`src/slu_pkg.sv`:
```
`default_nettype none
// ----------------------------------------------------------------------------
// slu_pkg: slope limiter shared definitions
// Widths of the fixed-point datapath, mode and status codes, the divider cell
// payload and the saturating conversion from magnitude to word.
// ----------------------------------------------------------------------------
package slu_pkg;

  localparam int DATA_WIDTH = 32;
  localparam int FRAC_BITS  = 16;
  localparam int EPS_WIDTH  = 17;
  localparam int MODE_WIDTH = 3;
  localparam int ST_WIDTH   = 2;
  localparam int CFG_IDX_W  = 4;
  localparam int CFG_DATA_W = 32;

  // quotient bits: every limiter form stays below 2.0
  localparam int QB   = FRAC_BITS + 2;
  localparam int PW   = 2 * DATA_WIDTH;
  localparam int EFW  = EPS_WIDTH + FRAC_BITS;
  localparam int SUMW = ((PW + 1 > EFW) ? PW + 1 : EFW) + 1;
  localparam int NW   = (SUMW + FRAC_BITS > DATA_WIDTH + 2 * FRAC_BITS + 2) ?
                        SUMW + FRAC_BITS : DATA_WIDTH + 2 * FRAC_BITS + 2;
  localparam int DENW = (SUMW + 1 > 2 * FRAC_BITS + 3) ? SUMW + 1 : 2 * FRAC_BITS + 3;
  localparam int RW   = DENW + QB;
  localparam int EW   = ((QB > DATA_WIDTH) ? QB : DATA_WIDTH) + 1;

  typedef enum logic [MODE_WIDTH-1:0] {
    MODE_ONE       = 3'd0,
    MODE_VANALB_R  = 3'd1,
    MODE_HKOREN    = 3'd2,
    MODE_MINMOD_R  = 3'd3,
    MODE_VANLEER   = 3'd4,
    MODE_MIN       = 3'd5,
    MODE_MINMOD_AB = 3'd6,
    MODE_VANALB_AB = 3'd7
  } mode_t;

  localparam logic [ST_WIDTH-1:0] ST_OK   = 2'd0;
  localparam logic [ST_WIDTH-1:0] ST_SAT  = 2'd1;
  localparam logic [ST_WIDTH-1:0] ST_ZDIV = 2'd2;

  localparam logic [CFG_IDX_W-1:0] REG_MODE = 4'd0;
  localparam logic [CFG_IDX_W-1:0] REG_EPS  = 4'd1;

  typedef struct packed {
    logic [RW-1:0]         rem;
    logic [DENW-1:0]       den;
    logic [QB-1:0]         quo;
    logic                  neg;
    logic                  fixed;
    logic [DATA_WIDTH-1:0] fval;
    logic [ST_WIDTH-1:0]   fst;
  } cell_t;

  typedef struct packed {
    logic [DATA_WIDTH-1:0] value;
    logic [ST_WIDTH-1:0]   status;
  } res_t;

  function automatic res_t emit(input logic neg, input logic [EW-1:0] mag);
    logic [EW-1:0] maxpos;
    logic [EW-1:0] maxneg;
    logic [EW-1:0] negmag;
    res_t r;
    maxpos = {{(EW - DATA_WIDTH + 1){1'b0}}, {(DATA_WIDTH - 1){1'b1}}};
    maxneg = maxpos + EW'(1);
    negmag = ~mag + EW'(1);
    r.status = ST_OK;
    if (!neg) begin
      if (mag > maxpos) begin
        r.value  = maxpos[DATA_WIDTH-1:0];
        r.status = ST_SAT;
      end else begin
        r.value = mag[DATA_WIDTH-1:0];
      end
    end else begin
      if (mag > maxneg) begin
        r.value  = maxneg[DATA_WIDTH-1:0];
        r.status = ST_SAT;
      end else begin
        r.value = negmag[DATA_WIDTH-1:0];
      end
    end
    return r;
  endfunction

endpackage
`default_nettype wire

```
`src/slu_div_cell.sv`:
```
`default_nettype none
// ----------------------------------------------------------------------------
// slu_div_cell: one restoring division cell
// Compares the remainder with the shifted divisor, takes one quotient bit and
// hands the doubled remainder to the next cell.
// ----------------------------------------------------------------------------
module slu_div_cell (
  input  wire logic           clk,
  input  wire logic           rst,
  input  wire logic           in_valid,
  output logic                in_ready,
  input  wire slu_pkg::cell_t in_data,
  output logic                out_valid,
  input  wire logic           out_ready,
  output slu_pkg::cell_t      out_data
);

  localparam int RW = slu_pkg::RW;
  localparam int QB = slu_pkg::QB;

  logic           v;
  logic           ld;
  logic [RW:0]    diff;
  slu_pkg::cell_t c, c_next;

  assign ld       = !v || out_ready;
  assign in_ready = ld;

  always_comb begin
    diff   = {1'b0, in_data.rem} - ({1'b0, RW'(in_data.den)} << (QB - 1));
    c_next = in_data;
    if (!diff[RW]) begin
      c_next.rem = diff[RW-1:0] << 1;
      c_next.quo = {in_data.quo[QB-2:0], 1'b1};
    end else begin
      c_next.rem = in_data.rem << 1;
      c_next.quo = {in_data.quo[QB-2:0], 1'b0};
    end
  end

  always_ff @(posedge clk) begin
    if (rst) v <= 1'b0;
    else if (ld) v <= in_valid;
  end

  always_ff @(posedge clk) begin
    if (ld) c <= c_next;
  end

  assign out_valid = v;
  assign out_data  = c;

endmodule
`default_nettype wire

```
`config.mk`:
```
export PLATFORM = sky130hd
export DESIGN_NAME = slu_div_cell
export DESIGN_NICKNAME = d
export VERILOG_FILES = /design/src/slu_pkg.sv /design/src/slu_div_cell.sv
export SDC_FILE = /design/constraint.sdc
export NUM_CORES = 1
export LEC_CHECK = 0
export BUFFER_PORTS_ARGS = -buffer_cell sky130_fd_sc_hd__buf_4
export CORE_AREA = 4 4 160 162
export CTS_CLUSTER_DIAMETER = 60
export DETAILED_ROUTE_END_ITERATION = 10
export DIE_AREA = 0 0 164 166
export PLACE_DENSITY = 0.76
export REMOVE_ABC_BUFFERS = 1
export SLEW_MARGIN = 20
export SYNTH_ARGS = -nofsm -noshare
export SYNTH_HDL_FRONTEND = slang
export SYNTH_SLANG_ARGS = --single-unit
```
`constraint.sdc`:
```
create_clock -name clk -period 9.55 [get_ports clk]
set_clock_uncertainty 0.1 [all_clocks]
set_input_delay 1.91 -clock clk [delete_from_list [all_inputs] [get_ports clk]]
set_output_delay 1.91 -clock clk [all_outputs]
set_load 0.02 [all_outputs]
```
==> results.json, run 1 <==
{
  "path_delay_family": "compound AO/OA/AOI/OAI gates",
  "power_mw": 2.84,
  "setup_tns_ns": 0,
  "period_share_pct": 64.1,
  "post_drt_via_cell_ratio": 5.35,
  "synth_compound_area_share_pct": 17.2,
  "synth.largest_area_cell": "edfxtp_1",
  "cts_tree": "done",
  "ys.flop_type": "edfxtp_1",
  "synth_adder_area_share_pct": 7.64,
  "syn_inst": 1040,
  "p_comb_share_pct": 26.5,
  "die_w_um": 164,
  "cts_root_buffer": "clkbuf_16",
  "area_growth_pct": 37.5,
  "htreeDepth": 1,
  "path_class": "in2reg",
  "yosys-top-cells-count": "edfxtp_1, nand2_1, inv_1",
  "synth.avg_cell_area_um2": 10.8,
  "hold_viol": 0,
  "slew_headroom_pct": 40.3,
  "synthSimpleGateAreaFrac_pct": 10.7,
  "wl_mm": 35.1,
  "post_cts_resize_count": 0,
  "cts.reportedPaths.clkPinSlew_ns": 0.06,
  "seq_power_share_pct": 40.4,
  "cts_hold_buf": 0,
  "row_count": 57,
  "rsz0062_at_grt": "false",
  "synth_mux_area_share_pct": 0.189,
  "hold_path_class": "reg2reg",
  "multi_input_area_um2": 4540,
  "post_synth_main_area_contributors": "edfxtp_1, ha_1, nand2_1",
  "wire_per_inst_um": 19.5,
  "powerDensity_nw_per_um2": 184,
  "die_area_um2": 27200,
  "crit_required_ns": 9.73,
  "worst_setup_path_start_kind": "input pin",
  "remaining_drc_errors": 0,
  "cp_slowest_cell": "buf_4",
  "vias": 9589,
  "yosysUniqueCellTypes": 69,
  "path_cells": "buf_4 > inv_1 > ha_1 > fa_1 > nor2b_1 > o31ai_1 > a21oi_1 > a221o_1 > a31oi_2 > o41ai_4 > o21ai_2 > o41a_4 > buf_4 > inv_2 > mux2_2",
  "grt_use_total_pct": 24.3,
  "antenna_found_initial": 2,
  "die_h_um": 166,
  "p_sw_uw": 853,
  "numCtsBuffers": 26,
  "post-dp-hpwl_mm": 27.7,
  "worst_pin_slew_ns": 0.895,
  "grt_max_degree": 79,
  "nets": 1729,
  "critical_path_arrival_ns": 6.30,
  "post_cts_buffers": 0,
  "end_kind": "register",
  "slowest_delay_ns": 0.64,
  "finalCriticalPeriod_ns": 6.12,
  "setup_violations": 0,
  "synth_top_family_by_area": "compound AO/OA/AOI/OAI gates",
  "swShare_pct": 30.0,
  "drt_iter0_drc": 763,
  "grt_pass1_wl_mm": 52.5,
  "yosysMostFrequentCell": "edfxtp_1",
  "grt_pass1_vias": 9496,
  "ys_warn_count": 0,
  "clk_latency_ns": 0.53,
  "fin_util_pct": 64.1,
  "cpMostUsedCell": "buf_4",
  "final.fill_count": 1898,
  "place_congestion": 0.942,
  "leakage_nw": 6.96,
  "cap_viol_max_count": 0,
  "overflow": 0,
  "synth_xor_xnor_area_share_pct": 4.52,
  "synthesis.area_um2": 11200,
  "slew_violations": 0,
  "ios": 418,
  "async_flop_share_pct": 0,
  "status": "finished, final reports clean",
  "seqCellArea_um2": 6180,
  "initial_core_util_pct": 46.6,
  "cts_buffer_depth": 3,
  "drive_gt1_share_pct": 32.0,
  "synth_edf_count": 205,
  "pwr-share-clk_pct": 33.0,
  "synth_seq_cells": 206,
  "cp_max_fo": 78,
  "portBuffers": 415,
  "core_area_um2": 24100,
  "ir_worst_vdd_mv": 0.139,
  "intPower_mw": 1.99,
  "ys_seq_area_share_pct": 55.0,
  "fmax_mhz": 163,
  "synth_top_cell_area_share_pct": 54.8,
  "crit_buf_inv": 4,
  "clock_sinks": 206,
  "postRouteAntennaNets": 0,
  "firstDrtPassIters": 6
}
-- final timing paths --
check	from	endpoint	slack [ns]	depth (start not counted)
max	in_data[138]	out_data[197]	3.43	15
min	out_valid	out_data[74]	0.60	1
max reg2reg	out_valid	out_data[82]	6.89	3
min reg2reg	out_valid	out_data[74]	0.60	1
-- kinds of logic after synthesis --
group                    Yosys count
AND/OR/NAND/NOR                  263
buffers and inverters            133
flip-flops                       206
other                              1
adder cells (fa/ha/maj)           68
XOR/XNOR                          58
multiplexers                       2
AO/OA/AOI/OAI                    309
-- cell type report --
type                            instances  area share [%]
Sequential cell                       206            40.0
Multi-Input combinational cell        701            29.4
Timing Repair Buffer                  419            20.4
Clock buffer                           31            4.33
Tap cell                              324            2.62
Inverter                               97            2.36
Clock inverter                         14           0.932
Antenna cell                            2          0.0324
-- power by group through the flow --
stage	Sequential [mW]	Combinational (mW)	Clock, mW
2_1_floorplan	1.31	0.288	0
3_3_place_gp	1.16	0.742	0
3_5_place_dp	1.17	0.751	0
4_1_cts	1.15	0.755	0.955
5_1_grt	1.16	0.812	0.997
6_report	1.15	0.753	0.938
-- cell usage in the layout (no fill, tap or decap), types with 6 or more instances in the layout --
cell type,instances
buf_4,419
edfxtp_1,205
nand2_1,131
inv_1,96
o21ai_0,95
a21oi_1,84
ha_1,67
nor2_1,47
xnor2_1,37
a21o_1,32
clkbuf_16,26
nand4_1,23
xor2_1,21
o21bai_1,19
nand3_1,13
nor3_1,12
o31ai_1,10
a211oi_1,8
a31oi_1,7
o21ai_1,7
nand2b_1,6
o21a_1,6
-- stage by stage --
step / setup WS, ns / hold slack, ns / instance area (um^2) / std cells
global route: 3.12 / 0.632 / 15400 / 1794
detailed placement: 2.86 / 0.593 / 14600 / 1747
global placement: 2.92 / 0.587 / 14600 / 1747
finish: 3.43 / 0.601 / 15400 / 1794
CTS: 3.41 / 0.604 / 15400 / 1792
floorplan: 0.557 / 1.88 / 11100 / 1004
-- registers in the layout, indices dropped and copies added (netlist names) --
signal / cells
out_data: 205
out_valid: 1
-- routing by layer --
layer | track usage [%] | part of all wire [%] | vias up
li1 | - | - | 4633
met1 | 27.8 | 36 | 4460
met2 | 43.2 | 51 | 434
met3 | 6.43 | 9.4 | 62
met4 | 9.01 | 3.6 | 0
met5 | 0 | 0 | -
Note: power is estimated with default switching activity, not from simulation.
==> inputs of run 2 (changes only) <==
Settings changed: CORE_AREA 4 4 160 162 to unset, CORE_MARGIN set to 4, CORE_UTILIZATION set to 45, DIE_AREA 0 0 164 166 to unset, PLACE_DENSITY 0.76 to 0.77.
Clock period 9.55 ns to 5.08 ns, I/O delays scaled along.
==> results.json, run 2 (synthesized netlist as in run 1, its figures left out) <==
{
  "status": "finished, final reports clean",
  "firstDrtPassIters": 6,
  "ios": 418,
  "stdcell_count": 1804,
  "place_congestion": 0.947,
  "postRouteAntennaNets": 0,
  "path_class": "in2reg",
  "row_count": 57,
  "clk_latency_ns": 0.53,
  "cts_buffer_depth": 3,
  "htreeDepth": 1,
  "setup_tns_ns": 0,
  "wl_mm": 35.3,
  "cp_max_fo": 43,
  "layout_common_cells": "buf_4, edfxtp_1, nand2_1",
  "end_kind": "register",
  "hold_viol": 0,
  "worst_pin_slew_ns": 1.04,
  "die_w_um": 166,
  "initial_core_util_pct": 45.9,
  "rsz0062_at_grt": "false",
  "n_antenna_cell": 0,
  "dpl_cell_area_um2": 14700,
  "period_share_pct": 87.7,
  "fin_util_pct": 64.0,
  "hold_path_class": "in2reg",
  "dpl.cell_count": 1756,
  "fin_area_um2": 15700,
  "post_drt_via_cell_ratio": 5.37,
  "largest_register_ffs": 205,
  "die_h_um": 166,
  "ir_worst_vdd_mv": 0.242,
  "post-dp-hpwl_mm": 27.7,
  "worst_setup_path_start_kind": "input pin",
  "numCtsBuffers": 26,
  "slew_headroom_pct": 30.9,
  "drive_gt1_share_pct": 33.0,
  "cts_hold_buf": 0,
  "antenna_found_initial": 1,
  "critical_path_arrival_ns": 4.63,
  "clock_sinks": 206,
  "area_growth_pct": 39.4,
  "holdWs_ns": 0.526,
  "vias": 9690,
  "wire_per_inst_um": 19.6,
  "finalCriticalPeriod_ns": 4.46,
  "cts.reportedPaths.clkPinSlew_ns": 0.06,
  "grt_use_total_pct": 24.4,
  "post_cts_resize_count": 0,
  "die_area_um2": 27600,
  "powerDensity_nw_per_um2": 355,
  "core_area_um2": 24500,
  "post_cts_buffers": 0,
  "cts_tree": "done",
  "final_common_cell": "buf_4",
  "overflow": 0,
  "crit_required_ns": 5.25,
  "remaining_drc_errors": 0,
  "cap_viol_max_count": 0,
  "grt_max_degree": 174,
  "nets": 1738,
  "grt_pass1_wl_mm": 54.2,
  "cts_root_buffer": "clkbuf_16",
  "slew_violations": 0,
  "portBuffers": 415,
  "leakage_nw": 7.07,
  "grt_pass1_vias": 9590,
  "drt_iter0_drc": 911,
  "fmax_mhz": 224,
  "setup_violations": 0
}
run 2: cell count changes in the layout (fill, tap and decap cells not counted), moves of 2 or more:
cell and change:
clkinv_1 -3, clkbuf_1 -3, diode_2 -2, clkinv_4 +4, buf_12 +3, buf_4 +6
clkinv_2 +2, inv_6 -2, bufinv_16 +3
run 2: layout make-up:
type	instances	area, um^2
clock inverter	20	269
tap	324	405
inverter	97	364
timing repair buffer	428	3250
clock buffer	28	658
multi-input combinational	701	4540
fill	1928	8800
sequential	206	6180
run 2: path summary, 6_finish.rpt:
path | start | end | slack [ns] | depth (start not counted)
max | in_data[54] | out_data[201] | 0.62 | 14
max reg2reg | out_valid | out_data[160] | 2.90 | 2
min reg2reg | out_valid | out_data[20] | 0.88 | 1
min | rst | out_valid | 0.53 | 2
run 2: metal layers:
metal	part of all wire [%]	GRT usage, %
met5	0.057	0
met4	3.1	7.64
met3	8.4	5.95
met2	49	42.0
met1	39	30.6
run 2: per-stage QoR:
step,power [mW],setup WS [ns]
final,5.56,0.624
after global routing,5.82,0.464
after CTS,5.60,0.674
after detailed placement,3.62,0.108
after global placement,3.60,0.158
after floorplan,3.00,-2.13
run 2: power by group:
part           total [mW]  internal (mW)  switching (mW)
clock                1.96           1.21           0.756
sequential           2.16           2.11          0.0559
combinational        1.44          0.602           0.839
total                5.56           3.91            1.65
run 2: critical path, cell delays in order:
cell and delay, ns:
buf_4 0.11, ha_1 0.22, fa_1 0.41, nor2b_1 0.17, o31ai_1 0.11, a21oi_1 0.29
a221o_1 0.28, a31oi_2 0.18, o41ai_4 0.46, o21ai_2 0.17, o41a_4 0.64, buf_12 0.23
nor4b_2 0.25, nor3_1 0.08
==> inputs of run 3 (changes only) <==
Settings changed: ABC_AREA set to 1, CORE_UTILIZATION 45 to 47.
==> results.json, run 3 <==
{
  "status": "finished, final reports clean",
  "synth_seq_cells": 206,
  "clock_sinks": 206,
  "min_from": "rst",
  "async_flop_share_pct": 0,
  "synth_compound_area_share_pct": 6.96,
  "holdWs_ns": 0.531,
  "yosysMostFrequentCell": "nand2_1",
  "seqCellArea_um2": 6180,
  "cap_viol_max_count": 0,
  "grt_use_total_pct": 30.2,
  "nets": 2424,
  "cp_max_fo": 4,
  "antenna_found_initial": 0,
  "drive_gt1_share_pct": 22.6,
  "ios": 418,
  "yosysUniqueCellTypes": 39,
  "slew_headroom_pct": 45.4,
  "synth_mux_area_share_pct": 0,
  "synth_edf_count": 205,
  "rsz0062_at_grt": "false",
  "dpl.cell_count": 2497,
  "remaining_drc_errors": 0,
  "grt_max_degree": 132,
  "final.fill_count": 2453,
  "area_growth_pct": 32.6,
  "timing.rr.start": "out_valid",
  "ys_warn_count": 0,
  "stdcell_count": 2543,
  "place_congestion": 0.921,
  "path_class": "in2reg",
  "cts_buffer_depth": 3,
  "power_mw": 5.47,
  "end_kind": "register",
  "hold_viol": 0,
  "synth.largest_area_cell": "edfxtp_1",
  "cts_tree": "done",
  "final_common_cell": "nand2_1",
  "postRouteAntennaNets": 0,
  "layout_common_cells": "nand2_1, buf_4, inv_1",
  "firstDrtPassIters": 6,
  "post-dp-hpwl_mm": 40.0,
  "synth_top_cell_area_share_pct": 46.2,
  "grt_pass1_vias": 12468,
  "vias": 12818,
  "synth_top_family_by_area": "simple AND/OR/NAND/NOR gates",
  "post_cts_resize_count": 0,
  "critical_path_arrival_ns": 3.67,
  "cts_hold_buf": 0,
  "core_area_um2": 27900,
  "initial_core_util_pct": 47.9,
  "setup_slack_ns": 1.59,
  "n_antenna_cell": 0,
  "fin_area_um2": 17700,
  "synthesis.area_um2": 13300,
  "post_cts_buffers": 0,
  "portBuffers": 415,
  "cp-startpoint": "in_data[54]",
  "worst_setup_path_start_kind": "input pin",
  "period_share_pct": 68.7,
  "synth.avg_cell_area_um2": 7.78,
  "clk_latency_ns": 0.53,
  "hold_path_class": "in2reg",
  "setup_violations": 0,
  "worst_pin_slew_ns": 0.818,
  "post_drt_via_cell_ratio": 5.04,
  "ys.flop_type": "edfxtp_1",
  "synthSimpleGateAreaFrac_pct": 27.0,
  "dpl_cell_area_um2": 16900,
  "wire_per_inst_um": 19.1,
  "numCtsBuffers": 25,
  "synth_xor_xnor_area_share_pct": 2.17,
  "die_area_um2": 31100,
  "fmax_mhz": 287,
  "multi_input_area_um2": 5690,
  "grt_pass1_wl_mm": 71.8,
  "drt_iter0_drc": 838,
  "die_h_um": 176,
  "cts_root_buffer": "clkbuf_16",
  "dpl_worst_slack_ns": 0.839,
  "leakage_nw": 9.27,
  "syn_inst": 1715,
  "slew_violations": 0,
  "ir_worst_vdd_mv": 0.267,
  "yosys-top-cells-count": "nand2_1, inv_1, edfxtp_1",
  "overflow": 0,
  "die_w_um": 176,
  "largest_register_ffs": 205,
  "cts.reportedPaths.clkPinSlew_ns": 0.06,
  "finalCriticalPeriod_ns": 3.49,
  "ys_seq_area_share_pct": 46.3,
  "wl_mm": 48.7,
  "synth_adder_area_share_pct": 6.44,
  "crit_required_ns": 5.26,
  "powerDensity_nw_per_um2": 309,
  "htreeDepth": 1,
  "row_count": 61,
  "post_synth_main_area_contributors": "edfxtp_1, nand2_1, inv_1"
}
[run 3: cell count changes in the layout (fill, tap and decap cells not counted), sizes merged, moves of 10 or more]
cell,change
a21o,-31
inv,+270
nand2,+441
nand3,+48
nand3b,+17
nand4,+16
nor2,+85
o21ai,-23
o21bai,-11
o31ai,-10
xnor2,-33
[run 3: logic make-up (layout without fill, tap and decap cells)]
group,Yosys count,count (layout)
AOI/OAI and AO/OA,177,177
xor gates and xnor gates,33,33
adders and majority gates,68,68
buffers and inverters,383,833
DFF,206,206
other,1,1
and+or+nand+nor,847,847
[run 3: where the power goes]
part | switching [mW] | internal (mW) | total, mW
combinational | 1.02 | 0.593 | 1.61
clock | 0.694 | 1.01 | 1.71
sequential | 0.0558 | 2.10 | 2.15
[run 3: final cells by class]
| class | count | area share (%) |
|---|---|---|
| Sequential cell | 206 | 34.9 |
| Multi-Input combinational cell | 1126 | 32.2 |
| Timing Repair Buffer | 422 | 18.0 |
| Inverter | 365 | 7.75 |
| Clock buffer | 32 | 3.69 |
| Tap cell | 378 | 2.68 |
| Clock inverter | 14 | 0.743 |
[run 3: final timing paths]
path,slack [ns],endpoint,cells past startpoint
min reg2reg,0.75,out_data[21],1
min,0.53,out_valid,2
max reg2reg,3.24,out_data[117],2
max,1.59,out_data[201],15
[run 3: worst max-delay path: stages]
cell and delay, ns:
buf_4 0.11, ha_1 0.23, fa_1 0.46, inv_1 0.11, nand3_1 0.09, nor2_1 0.10, nor2_1 0.10, o21ai_0 0.46
nand2_1 0.10, nand2_1 0.38, nand2_1 0.21, nand2_1 0.12, nand2_1 0.05, nand3_1 0.07, nand2_1 0.07
[run 3: per-stage QoR]
step                      TNS [ns]  util (%)
after floorplan            -239.21         -
after global placement           0      60.6
after detailed placement         0      60.6
after CTS                        0      63.4
after global routing             0      63.5
final                            0      63.5
[run 3: layer usage]
metal	up-vias	track usage [%]	part of all wire, %
met1	5928	38.2	40
met2	483	51.2	47
li1	6325	-	-
met4	0	9.74	3.5
met5	-	0	0
met3	82	7.19	9.0
